### src/rtl/server_pool_countdown_allocator_unit_assert.svh
// Assertion macros for the server pool countdown allocator.
`ifndef SERVER_POOL_COUNTDOWN_ALLOCATOR_UNIT_ASSERT_SVH
`define SERVER_POOL_COUNTDOWN_ALLOCATOR_UNIT_ASSERT_SVH

// Condition that must hold at every clock edge out of reset.
`define SPCA_ASSERT_ALWAYS(lbl, expr, msg) \
	lbl: assert property (@(posedge clk) disable iff (!arst_n) (expr)) else $error(msg);

// Antecedent in one cycle implies consequent in the same cycle.
`define SPCA_ASSERT_IMPL(lbl, ante, cons, msg) \
	lbl: assert property (@(posedge clk) disable iff (!arst_n) (ante) |-> (cons)) \
		else $error(msg);

`endif

### src/rtl/spca_pkg.sv
// Package: types, codes and constants of the server pool countdown allocator.
package spca_pkg;

	localparam int NUM_SERVERS_DEF = 8;
	localparam int MAX_RESULTS     = 8;
	localparam int RES_CNT_W       = 4;

	typedef enum logic [1:0] {
		KIND_ASSIGNED  = 2'd0,
		KIND_FULL      = 2'd1,
		KIND_DEPART    = 2'd2,
		KIND_IDLE_TICK = 2'd3
	} kind_t;

	typedef enum logic {
		OP_ASSIGN = 1'b0,
		OP_TICK   = 1'b1
	} op_t;

	typedef enum logic [2:0] {
		ST_IDLE,
		ST_ASSIGN_SCAN,
		ST_TICK_SWEEP,
		ST_DEP_SCAN,
		ST_DEP_READ,
		ST_EMIT
	} state_t;

	typedef struct packed {
		logic        operation;
		logic [15:0] customer_number;
		logic [15:0] arrival_time;
		logic [15:0] waiting_time;
		logic [15:0] service_time;
	} item_t;

	typedef struct packed {
		logic [1:0]  kind;
		logic [2:0]  server_index;
		logic [15:0] departed_customer;
		logic [17:0] departure_time;
		logic [3:0]  busy_count;
		logic        last;
	} result_t;

	// countdown unit result
	typedef struct packed {
		logic [15:0] next_ticks;
		logic        expired;
	} cd_t;

endpackage

### src/rtl/spca_ram.sv
// Simple dual-port RAM with registered read, one write and one read port.
module spca_ram #(
	parameter int DEPTH = spca_pkg::NUM_SERVERS_DEF,
	parameter int WIDTH = 16,
	parameter int AW    = (DEPTH > 1) ? $clog2(DEPTH) : 1
) (
	input  logic             clk,
	input  logic             we,
	input  logic [AW-1:0]    waddr,
	input  logic [WIDTH-1:0] wdata,
	input  logic [AW-1:0]    raddr,
	output logic [WIDTH-1:0] rdata
);

	logic [WIDTH-1:0] mem [DEPTH];

	always_ff @(posedge clk) begin
		if (we) begin
			mem[waddr] <= wdata;
		end
	end

	always_ff @(posedge clk) begin
		rdata <= mem[raddr];
	end

endmodule

### src/rtl/spca_countdown.sv
// Shared countdown unit: decrements one server's remaining ticks and flags expiry.
module spca_countdown (
	input  logic          busy,
	input  logic [15:0]   ticks,
	output spca_pkg::cd_t cd
);

	always_comb begin
		cd.next_ticks = (ticks != 16'd0) ? (ticks - 16'd1) : 16'd0;
		cd.expired    = busy && (cd.next_ticks == 16'd0);
	end

endmodule

### src/rtl/server_pool_countdown_allocator_unit.sv
// Top level of the server pool countdown allocator: sequencer, server state and result register.
//
// The block keeps NUM_SERVERS servers. An assign item scans the busy flags one server per
// cycle from server 0 and places the customer on the first free one, giving a single result.
// A tick item sweeps all servers through one shared countdown unit, one server per cycle
// behind a registered RAM read, then walks the freed flags and reads each departing customer
// from RAM; at most eight departures are reported, later freed servers are released
// silently. item_ready is high only between items; a finished result sits in the output
// register and does not hold up the next item.
module server_pool_countdown_allocator_unit #(
	parameter int NUM_SERVERS = spca_pkg::NUM_SERVERS_DEF
) (
	input  logic              clk,
	input  logic              arst_n,
	input  logic              item_valid,
	output logic              item_ready,
	input  spca_pkg::item_t   item,
	output logic              result_valid,
	input  logic              result_ready,
	output spca_pkg::result_t result
);

	localparam int IDX_W = (NUM_SERVERS > 1) ? $clog2(NUM_SERVERS) : 1;
	localparam int CNT_W = $clog2(NUM_SERVERS + 1);
	localparam int RC_W  = spca_pkg::RES_CNT_W;

	spca_pkg::state_t  state_q, state_d;
	logic [15:0]       cust_q;
	logic [15:0]       svc_q;
	logic [17:0]       fin_q;
	logic [CNT_W-1:0]  idx_q;
	logic [IDX_W-1:0]  idx;
	logic              at_end;
	logic [NUM_SERVERS-1:0] busy_q, freed_q;
	logic [CNT_W-1:0]  busy_cnt_q, nf_q;
	logic              p_vld_s1;
	logic [IDX_W-1:0]  p_idx_s1;
	logic [IDX_W-1:0]  dep_idx_q;
	logic [RC_W-1:0]   emit_cnt_q, rep_total_q, rep_total;
	spca_pkg::result_t pend_q, out_q;
	logic              out_vld_q;

	// control decode
	logic accept, assign_hit, assign_full, sweep_issue, sweep_done, tick_upd;
	logic dep_hit, emit_load;

	logic [15:0]      rem_rdata, rem_wdata;
	logic [IDX_W-1:0] rem_waddr;
	logic [33:0]      cf_rdata;
	spca_pkg::cd_t    cd;

	logic [CNT_W+RC_W-1:0] nf_w;
	logic [IDX_W+2:0]      aidx_w, didx_w;
	logic [CNT_W+3:0]      bcnt_w, bcnt_inc_w;
	logic [CNT_W-1:0]      busy_cnt_inc;

	assign idx    = idx_q[IDX_W-1:0];
	assign at_end = (idx_q == CNT_W'(NUM_SERVERS));

	assign nf_w      = {{RC_W{1'b0}}, nf_q};
	assign rep_total = (nf_w > (CNT_W + RC_W)'(spca_pkg::MAX_RESULTS)) ?
		RC_W'(spca_pkg::MAX_RESULTS) : nf_w[RC_W-1:0];

	assign busy_cnt_inc = busy_cnt_q + CNT_W'(1);
	assign aidx_w       = {3'b000, idx};
	assign didx_w       = {3'b000, dep_idx_q};
	assign bcnt_w       = {4'b0000, busy_cnt_q};
	assign bcnt_inc_w   = {4'b0000, busy_cnt_inc};

	// next state
	always_comb begin
		state_d = state_q;
		unique case (state_q)
			spca_pkg::ST_IDLE: begin
				if (item_valid) begin
					state_d = (item.operation == spca_pkg::OP_TICK) ?
						spca_pkg::ST_TICK_SWEEP : spca_pkg::ST_ASSIGN_SCAN;
				end
			end
			spca_pkg::ST_ASSIGN_SCAN: begin
				if (assign_hit || assign_full) begin
					state_d = spca_pkg::ST_EMIT;
				end
			end
			spca_pkg::ST_TICK_SWEEP: begin
				if (sweep_done) begin
					state_d = (nf_q == '0) ? spca_pkg::ST_EMIT : spca_pkg::ST_DEP_SCAN;
				end
			end
			spca_pkg::ST_DEP_SCAN: begin
				if (dep_hit) begin
					state_d = spca_pkg::ST_DEP_READ;
				end
			end
			spca_pkg::ST_DEP_READ: begin
				state_d = spca_pkg::ST_EMIT;
			end
			spca_pkg::ST_EMIT: begin
				if (emit_load) begin
					state_d = (pend_q.kind == spca_pkg::KIND_DEPART && !pend_q.last) ?
						spca_pkg::ST_DEP_SCAN : spca_pkg::ST_IDLE;
				end
			end
			default: state_d = spca_pkg::ST_IDLE;
		endcase
	end

	// outputs of the sequencer
	always_comb begin
		item_ready  = (state_q == spca_pkg::ST_IDLE);
		accept      = item_ready && item_valid;
		assign_full = (state_q == spca_pkg::ST_ASSIGN_SCAN) && at_end;
		assign_hit  = (state_q == spca_pkg::ST_ASSIGN_SCAN) && !at_end && !busy_q[idx];
		sweep_issue = (state_q == spca_pkg::ST_TICK_SWEEP) && !at_end;
		sweep_done  = (state_q == spca_pkg::ST_TICK_SWEEP) && at_end && !p_vld_s1;
		tick_upd    = (state_q == spca_pkg::ST_TICK_SWEEP) && p_vld_s1 && busy_q[p_idx_s1];
		dep_hit     = (state_q == spca_pkg::ST_DEP_SCAN) && !at_end && freed_q[idx];
		emit_load   = (state_q == spca_pkg::ST_EMIT) && (!out_vld_q || result_ready);
	end

	spca_countdown u_cd (
		.busy  (busy_q[p_idx_s1]),
		.ticks (rem_rdata),
		.cd    (cd)
	);

	assign rem_waddr = assign_hit ? idx : p_idx_s1;
	assign rem_wdata = assign_hit ? svc_q : cd.next_ticks;

	spca_ram #(.DEPTH(NUM_SERVERS), .WIDTH(16), .AW(IDX_W)) u_rem_ram (
		.clk   (clk),
		.we    (assign_hit || tick_upd),
		.waddr (rem_waddr),
		.wdata (rem_wdata),
		.raddr (idx),
		.rdata (rem_rdata)
	);

	// customer number and departure time per server
	spca_ram #(.DEPTH(NUM_SERVERS), .WIDTH(34), .AW(IDX_W)) u_cf_ram (
		.clk   (clk),
		.we    (assign_hit),
		.waddr (idx),
		.wdata ({cust_q, fin_q}),
		.raddr (idx),
		.rdata (cf_rdata)
	);

	always_ff @(posedge clk or negedge arst_n) begin
		if (!arst_n) begin
			state_q     <= spca_pkg::ST_IDLE;
			busy_q      <= '0;
			freed_q     <= '0;
			busy_cnt_q  <= '0;
			nf_q        <= '0;
			idx_q       <= '0;
			p_vld_s1    <= 1'b0;
			emit_cnt_q  <= '0;
			rep_total_q <= '0;
			out_vld_q   <= 1'b0;
		end else begin
			state_q <= state_d;
			if (accept) begin
				idx_q    <= '0;
				p_vld_s1 <= 1'b0;
				if (item.operation == spca_pkg::OP_TICK) begin
					freed_q <= '0;
					nf_q    <= '0;
				end
			end
			if ((state_q == spca_pkg::ST_ASSIGN_SCAN) && !assign_hit && !at_end) begin
				idx_q <= idx_q + CNT_W'(1);
			end
			if (assign_hit) begin
				busy_q[idx] <= 1'b1;
				busy_cnt_q  <= busy_cnt_inc;
			end
			if (state_q == spca_pkg::ST_TICK_SWEEP) begin
				p_vld_s1 <= sweep_issue;
				if (sweep_issue) begin
					idx_q <= idx_q + CNT_W'(1);
				end
			end
			if (tick_upd && cd.expired) begin
				busy_q[p_idx_s1]  <= 1'b0;
				freed_q[p_idx_s1] <= 1'b1;
				busy_cnt_q        <= busy_cnt_q - CNT_W'(1);
				nf_q              <= nf_q + CNT_W'(1);
			end
			if (sweep_done) begin
				idx_q       <= '0;
				emit_cnt_q  <= '0;
				rep_total_q <= rep_total;
			end
			if ((state_q == spca_pkg::ST_DEP_SCAN) && !at_end) begin
				idx_q <= idx_q + CNT_W'(1);
			end
			if (state_q == spca_pkg::ST_DEP_READ) begin
				emit_cnt_q <= emit_cnt_q + RC_W'(1);
			end
			if (emit_load) begin
				out_vld_q <= 1'b1;
			end else if (result_ready) begin
				out_vld_q <= 1'b0;
			end
		end
	end

	// payload registers
	always_ff @(posedge clk) begin
		if (accept) begin
			cust_q <= item.customer_number;
			svc_q  <= (item.service_time == 16'd0) ? 16'd1 : item.service_time;
			fin_q  <= 18'(item.arrival_time) + 18'(item.waiting_time) +
				((item.service_time == 16'd0) ? 18'd1 : 18'(item.service_time));
		end
		if (sweep_issue) begin
			p_idx_s1 <= idx;
		end
		if (dep_hit) begin
			dep_idx_q <= idx;
		end
		if (assign_hit) begin
			pend_q.kind              <= spca_pkg::KIND_ASSIGNED;
			pend_q.server_index      <= aidx_w[2:0];
			pend_q.departed_customer <= 16'd0;
			pend_q.departure_time    <= 18'd0;
			pend_q.busy_count        <= bcnt_inc_w[3:0];
			pend_q.last              <= 1'b1;
		end else if (assign_full) begin
			pend_q.kind              <= spca_pkg::KIND_FULL;
			pend_q.server_index      <= 3'd0;
			pend_q.departed_customer <= 16'd0;
			pend_q.departure_time    <= 18'd0;
			pend_q.busy_count        <= bcnt_w[3:0];
			pend_q.last              <= 1'b1;
		end else if (sweep_done) begin
			pend_q.kind              <= spca_pkg::KIND_IDLE_TICK;
			pend_q.server_index      <= 3'd0;
			pend_q.departed_customer <= 16'd0;
			pend_q.departure_time    <= 18'd0;
			pend_q.busy_count        <= bcnt_w[3:0];
			pend_q.last              <= 1'b1;
		end else if (state_q == spca_pkg::ST_DEP_READ) begin
			pend_q.kind              <= spca_pkg::KIND_DEPART;
			pend_q.server_index      <= didx_w[2:0];
			pend_q.departed_customer <= cf_rdata[33:18];
			pend_q.departure_time    <= cf_rdata[17:0];
			pend_q.busy_count        <= bcnt_w[3:0];
			pend_q.last              <= ((emit_cnt_q + RC_W'(1)) == rep_total_q);
		end
		if (emit_load) begin
			out_q <= pend_q;
		end
	end

	assign result_valid = out_vld_q;
	assign result       = out_q;

`include "server_pool_countdown_allocator_unit_assert.svh"

	`SPCA_ASSERT_ALWAYS(a_busy_count, busy_cnt_q == CNT_W'($countones(busy_q)), "busy count mismatch")
	`SPCA_ASSERT_ALWAYS(a_busy_bound, busy_cnt_q <= CNT_W'(NUM_SERVERS), "busy count overflow")
	`SPCA_ASSERT_IMPL(a_dep_freed, state_q == spca_pkg::ST_DEP_READ, freed_q[dep_idx_q], "departure from server not freed")
	`SPCA_ASSERT_IMPL(a_last_flag, state_q == spca_pkg::ST_EMIT && pend_q.kind == spca_pkg::KIND_DEPART, pend_q.last == (emit_cnt_q == rep_total_q), "last flag out of step")

endmodule
### config.mk
export PLATFORM = sky130hd
export DESIGN_NAME = server_pool_countdown_allocator_unit
export DESIGN_NICKNAME = d
export VERILOG_FILES = /design/src/rtl/spca_pkg.sv /design/src/rtl/spca_ram.sv /design/src/rtl/spca_countdown.sv /design/src/rtl/server_pool_countdown_allocator_unit.sv
export VERILOG_INCLUDE_DIRS = /design/src /design/src/rtl
export SDC_FILE = /design/constraint.sdc
export NUM_CORES = 1
export LEC_CHECK = 0
export BUFFER_PORTS_ARGS = -buffer_cell sky130_fd_sc_hd__buf_2
export CAP_MARGIN = 15
export CORE_UTILIZATION = 57
export CTS_BUF_LIST = sky130_fd_sc_hd__clkbuf_8
export CTS_CLUSTER_SIZE = 24
export DETAILED_ROUTE_END_ITERATION = 16
export PLACE_DENSITY = 0.78
export SLEW_MARGIN = 20
export SYNTH_ARGS = -nofsm -noshare
export SYNTH_HDL_FRONTEND = slang
export SYNTH_SLANG_ARGS = --single-unit
### constraint.sdc
create_clock -name clk -period 5.3 [get_ports clk]
set_input_delay 0.53 -clock clk [delete_from_list [all_inputs] [get_ports clk]]
set_output_delay 0.53 -clock clk [all_outputs]
set_load 0.01 [all_outputs]
* After elaboration in Yosys (flattened, before gate mapping)
Memories as Yosys holds them, arrays and structs flattened. A register that Yosys moved wholly into a read port is not among the register bits.
Index checks and enable logic that the tools add are counted.
** Cells by class
- Add/subtract/negate cells :: 8
- Magnitude comparators :: 5
- Equality and inequality tests :: 13
- Multiplexer cells :: 54
- Bitwise operators :: 4
- Reduce and logical (&&, ||, !) cells :: 45
** Operator list (count)
- $mux W44 :: 2
- $mux W4 :: 14
- $mux W16 :: 3
- $mux W43 :: 1
- $mux W42 :: 1
- $mux W8 :: 5
- $logic_not A16 Y1 :: 2
- $mux W3 :: 7
- $logic_and A1 B1 Y1 :: 19
- $add A17 B16 Y18 :: 1
- $pmux W3 S6 :: 1
- $add A16 B16 Y17 :: 1
- $add A4 B1 Y4 const B :: 4
- $or A8 B8 Y8 :: 2
- $reduce_bool A16 Y1 :: 1
- $sub A16 B1 Y16 const B :: 1
- $mux W1 :: 13
- $reduce_bool A2 Y1 :: 6
- $ne A2 B2 Y1 const B :: 5
- $bmux W1 S3 :: 3
- $and A8 B8 Y8 :: 1
- $lt A3 B4 Y1 const B :: 2
- $not A8 Y8 :: 1
- $demux W1 S3 :: 2
- other kinds (20) :: 31
** Word-level totals
- Register bits :: 185
- RAM bits :: 400
- Bits of input ports :: 69
- Output and inout bits :: 46
- Word-level logic and storage cells :: 159
- Memories kept :: 2
** Memories
- u_cf_ram.mem :: depth 8, width 34, rd ports 1, clocked after memory_dff 1, write ports 1, line spca_ram.sv:15 : logic [WIDTH-1:0] mem [DEPTH];
- u_rem_ram.mem :: depth 8, width 16, rd ports 1, clocked after memory_dff 1, write ports 1, line spca_ram.sv:15

* Logic depth before layout (Yosys ltp)
- Depth after elaboration :: 12
- Mapped depth :: 15
- Gate-level depth less buffers :: 15

* By module
A second synthesis with hierarchy kept.
** Unflattened totals
- Cells, all modules :: 1503
- Area total of the unflattened synthesis :: 25321.8 um2
** Modules (own cells, without submodules)
- spca_ram at u_cf_ram :: times used 1, cells each 441, area an instance 11083.1 um2, sequential area each 8848.5 um2
- server_pool_countdown_allocator_unit :: times used 1, cells each 768, area an instance 8436.8 um2, sequential area each 4979.8 um2
- spca_ram at u_rem_ram :: times used 1, cells each 214, area an instance 5293.8 um2, sequential area each 4164.0 um2
- spca_countdown :: times used 1, cells each 80, area an instance 508.0 um2, sequential area each 0.0 um2

* Worst setup path before layout
OpenSTA, ideal clock, no wires.
- Path kind :: register to register
- From :: register idx_q[0]
- To :: memory u_cf_ram.mem[6][0], enable pin
- Library setup time :: 0.514 ns
- Arrival :: 4.845 ns
- Data required time :: 4.786 ns
- Path slack :: -0.058 ns
- Stages on the path, launching flop included :: 8
- Buffers on the path :: 2
- Period minus slack after synthesis :: 5.358 ns
- Cell sequence :: dfrtp_1 -> clkbuf_1 -> inv_1 -> clkbuf_1 -> ha_1 -> nand3_1 -> nand3_1 -> nor4_1
** On the way
- Cells in the longest elaborated chain, start to end :: 6
- Elaborated cells between the ends (all ways) :: 9
- Classes of those cells :: eq/ne (1); mux (4); reduce/logical (4)
** RTL lines
- from (decl) :: line server_pool_countdown_allocator_unit.sv:31 : logic [CNT_W-1:0] idx_q;
- from (signal assigned) :: line server_pool_countdown_allocator_unit.sv:172 : idx_q <= idx_q + CNT_W'(1);
- from (signal assigned) :: line server_pool_countdown_allocator_unit.sv:181 : idx_q <= idx_q + CNT_W'(1);
- from (signal assigned) :: line server_pool_countdown_allocator_unit.sv:196 : idx_q <= idx_q + CNT_W'(1);
- $bmux W1 S3 / $eq A4 B4 Y1 (equally long branches) :: line server_pool_countdown_allocator_unit.sv:113, server_pool_countdown_allocator_unit.sv:58
- $mux W1 (implied by the code) / $logic_not A1 Y1 (equally long branches) :: line server_pool_countdown_allocator_unit.sv:113 : assign_hit = (state_q == spca_pkg::ST_ASSIGN_SCAN) && !at_end && !busy_q[idx];
- $logic_not A1 Y1 / $logic_and A1 B1 Y1 (equally long branches) :: line server_pool_countdown_allocator_unit.sv:113
- $logic_and A1 B1 Y1 :: line server_pool_countdown_allocator_unit.sv:113
- $mux W1 :: line spca_ram.sv:18 : if (we) begin
- $mux W1 (implied by the code) :: line spca_ram.sv:19 : mem[waddr] <= wdata;
- to (decl) :: line spca_ram.sv:15
Several ways; a longest one is shown, not always the timed one. The select of a mux whose other input is x is not followed.

* Worst setup path after layout
- From :: register idx_q[0]
- To :: memory u_rem_ram.mem[16][14], in the netlist u_rem_ram.mem[4][14], enable pin
** On the way
- Cells in the longest elaborated chain, start to end :: 7
- Elaborated cells between the ends (all ways) :: 11
- Classes of those cells :: eq/ne (1); mux (5); reduce/logical (5)
** RTL lines
- $bmux W1 S3 / $eq A4 B4 Y1 (equally long branches) :: line server_pool_countdown_allocator_unit.sv:113, server_pool_countdown_allocator_unit.sv:58
- $mux W1 (implied by the code) / $logic_not A1 Y1 (equally long branches) :: line server_pool_countdown_allocator_unit.sv:113
- $logic_not A1 Y1 / $logic_and A1 B1 Y1 (equally long branches) :: line server_pool_countdown_allocator_unit.sv:113
- $logic_and A1 B1 Y1 :: line server_pool_countdown_allocator_unit.sv:113
- $logic_or A1 B1 Y1 :: line server_pool_countdown_allocator_unit.sv:132 : .we (assign_hit || tick_upd),
- $mux W1 :: line spca_ram.sv:18
- $mux W1 (implied by the code) :: line spca_ram.sv:19
- to (decl) :: line spca_ram.sv:15
Several ways; a longest one is shown, not always the timed one. The select of a mux whose other input is x is not followed.

==> impl_results.md <==
* Placed cell area at 0.0262 mm²
* Core area at 0.0433 mm²
* CTS sink cnt at 635
* Mapped Nets at 1,883
* Fin crit period at 3.74 ns
* Nets at 2,020
* Largest net degree at the start of global routing at 80
* Vias in the first global route at 14.9k
* Fin. Hold Viols at 0
* Share of cells above drive strength 1 at 16.2%
* Critical R2R Launch: idx_q[0]
* MaxCap Viol Count at 0
* DR pass1 iterations at 5
* Hold path start: item[51]
* Clk_lat worst skew at 0.68 ns
* Grt ovf at 0
* Dpl hpwl at 31.6 mm
* Leak Pwr at 10.3 nW
* First-pass GRT wire length at 83.5 mm
* Final max-slew violation count at 0
* Post-synth EDFFs at 507
* Die X at 212 µm
* Startpoint types: flop
* RSZ-0062 raised after global routing: false
* Slew headroom at 33.4%
* Ys flop type: edfxtp_1
* CP required at 5.63 ns
* Tcrit/Tclk final at 70.6%
* Crit Path Max Fanout at 46
* Post_cts resized at 0
* Flop-to-flop setup slack at 1.56 ns
* Distinct cells, synth at 69
* GRT Total Usage at 24.7%
* Rows at 76
* Routed wire length at 53.5 mm
* Wire per inst at 20.7 µm
* Cells after Synth at 1,774
* Warnings from Yosys at 0
* CP Class: reg2reg
* Final Instance Area at 0.0283 mm²
* PD cells at 550 mW/mm²
* Full die area at 0.0448 mm²
* Hold path depth at 1
* CTS tree: built
* I/O Buffers at 114
* Starting DRT DRC Count at 1,585
* CP endpoint kind: flop
* Post-synthesis cell area at 0.0251 mm²
* Fin Setup TNS at 0 ns
* Sequential element share of the synthesized area at 71.8%
* Ys async rst share at 6.46%
* Measured slew at the worst slew-check pin at 0.991 ns
* Via count at 15.0k
* Final antenna-violating net count at 0
* Worst-case reg-to-reg path depth at 9
* Critical Path AT at 4.07 ns
* Maximum VDD drop at 297 µV
* Htree depth at 3
* CTS buffer count at 97
* Synth Register Bits at 635
* Clock root buffer master: clkbuf_8
* CTS max path bufs at 3
* Initial Util at 58.0%
* Worst R2R End: u_rem_ram.mem[4][14]
* Endpoints failing setup at 0
* Initial antenna violation count at 1
* Die Height at 212 µm
* # DRC at 0
* Status: complete, no violations
* I/O pin count at 115
* Vias/cell at 5.81
* Maximum clock rate at 267 MHz
* Worst-path clk slew at 0.06 ns
* Clock Skew at 0.0357 ns
* HP Class: in2reg
* Postcts setup bufs at 0
* Routability cong. at 0.911
* Post-Syn Area per Cell at 14.1 µm²
* Worst Hold End: cust_q[3]
* Area Growth Syn to Fin at 12.9%
* Cts hold-fix bufs at 10
[layer usage]
layer | global-route usage, % | wire, µm | vias to the layer above
met2 | 39.8 | 25900 | 621
met5 | 0 | 0 | -
li1 | - | - | 6853
met1 | 33.8 | 22400 | 7410
met3 | 4.36 | 3920 | 94
met4 | 9.05 | 1270 | 0
[state kept, by name, indices dropped and copies added, names as in the netlist, 4 cells and up]
signal / flops
busy_q: 8
svc_q: 16
result: 44
fin_q: 18
cust_q: 16
u_cf_ram.rdata: 34
u_rem_ram.rdata: 16
pend_q: 44
busy_cnt_q: 4
emit_cnt_q: 4
u_cf_ram.mem: 272
idx_q: 4
u_rem_ram.mem: 128
rep_total_q: 4
freed_q: 8
nf_q: 4
[metrics by stage]
stage          hold slack, ns  total power, mW  worst slack, ns  std cells  util (%)
2_1_floorplan           0.234             10.2            0.636       1774         -
6_report               0.0375             15.6             1.56       2580      65.4
3_3_place_gp            0.405             11.5             1.27       2386      60.7
5_1_grt                0.0151             16.4             1.34       2579      65.4
4_1_cts               0.00217             15.6             1.61       2578      65.4
3_5_place_dp            0.407             11.7             1.23       2386      60.7
[cells by family (layout without fill, tap and decap cells)]
| family | count (synthesis) | count (layout) | synth area share [%] |
|---|---|---|---|
| AOI/OAI and AO/OA | 307 | 307 | 7.69 |
| xor gates and xnor gates | 33 | 33 | 1.18 |
| adders and majority gates | 40 | 40 | 2.51 |
| buffers and inverters | 145 | 365 | 2.26 |
| DFF | 635 | 635 | 71.8 |
| muxes | 168 | 168 | 6.83 |
| other | 0 | 1 | 0 |
| and+or+nand+nor | 446 | 446 | 7.77 |
[critical path, stage by stage, from the launching register on]
cell and delay (ns):
dfrtp_4 0.94, mux2_2 0.41, a21oi_1 0.22, o221a_2 0.27, nand3_1 0.50, buf_4 0.41
nor2_1 0.11, a21oi_1 0.09, nor2_1 0.13, buf_4 0.30
[report_power, final]
part / total, mW / switching (mW) / internal [mW]
registers: 7.47 / 0.698 / 6.77
logic: 4.13 / 2.69 / 1.45
clock network: 3.96 / 1.85 / 2.11
[cells in the final DEF (no fill, tap or decap), drive strengths merged, types with 3 or more instances in the layout]
| cell type | instances |
|---|---|
| nand4 | 4 |
| a2bb2oi | 4 |
| edfxtp | 507 |
| dlygate4sd3 | 10 |
| a21oi | 106 |
| nand3b | 5 |
| nand3 | 16 |
| o221ai | 50 |
| a31oi | 5 |
| nor4 | 6 |
| o21a | 10 |
| or2 | 6 |
| xnor2 | 20 |
| dfxtp | 87 |
| a211oi | 6 |
| clkbuf | 110 |
| inv | 61 |
| buf | 148 |
| nand2b | 6 |
| nor2 | 106 |
| mux2i | 161 |
| a21o | 9 |
| bufinv | 4 |
| nor3 | 21 |
| a22oi | 3 |
| xor2 | 13 |
| and2 | 3 |
| mux2 | 5 |
| fa | 17 |
| nor2b | 9 |
| ha | 23 |
| clkinv | 31 |
| nand2 | 235 |
| or4 | 3 |
| o21ai | 85 |
| o31ai | 10 |
| or3 | 11 |
| a22o | 3 |
| dfrtp | 41 |
| and3 | 4 |
[cell usage after synthesis, drive strengths merged, types with 3 or more instances]
master	count	area share, %
buf	27	0.49
nor2b	9	0.22
or3	11	0.29
nor4	6	0.15
nand2	235	3.5
or2	6	0.15
o31ai	10	0.30
inv	25	0.37
nor3	21	0.46
a2bb2oi	4	0.14
o21ai	85	1.7
nand3b	5	0.15
and3	4	0.10
a22o	3	0.10
o21a	10	0.30
and2	3	0.085
a22oi	3	0.090
o221ai	50	1.7
a31oi	5	0.12
edfxtp	507	61
a21o	9	0.27
xor2	13	0.45
nor2	106	1.6
a211oi	6	0.18
dfxtp	87	6.9
or4	3	0.090
nand4	4	0.10
a21oi	106	2.2
nand2b	6	0.15
mux2	5	0.22
nand3	16	0.32
mux2i	161	6.4
xnor2	20	0.73
ha	23	1.1
dfrtp	41	4.1
clkbuf	93	1.4
fa	17	1.4
[layout make-up]
type / instances / area (µm²)
Sequential cell: 635 / 18000
Fill cell: 2999 / 15000
Multi-Input combinational cell: 994 / 6600
Clock buffer: 110 / 1510
Timing Repair Buffer: 158 / 938
Tap cell: 585 / 732
Clock inverter: 72 / 424
Inverter: 25 / 93.8
Antenna cell: 1 / 2.50
[worst max-delay path by stage]
stage | start | to
floorplan | idx_q[0] | u_cf_ram.mem[2][0]
global placement | item[9] | fin_q[15]
detailed placement | item[7] | fin_q[15]
CTS | idx_q[0] | u_rem_ram.mem[4][7]
global route | idx_q[0] | u_rem_ram.mem[2][6]
finish | idx_q[0] | u_rem_ram.mem[4][14]
Power figures use the tool's default switching activity.
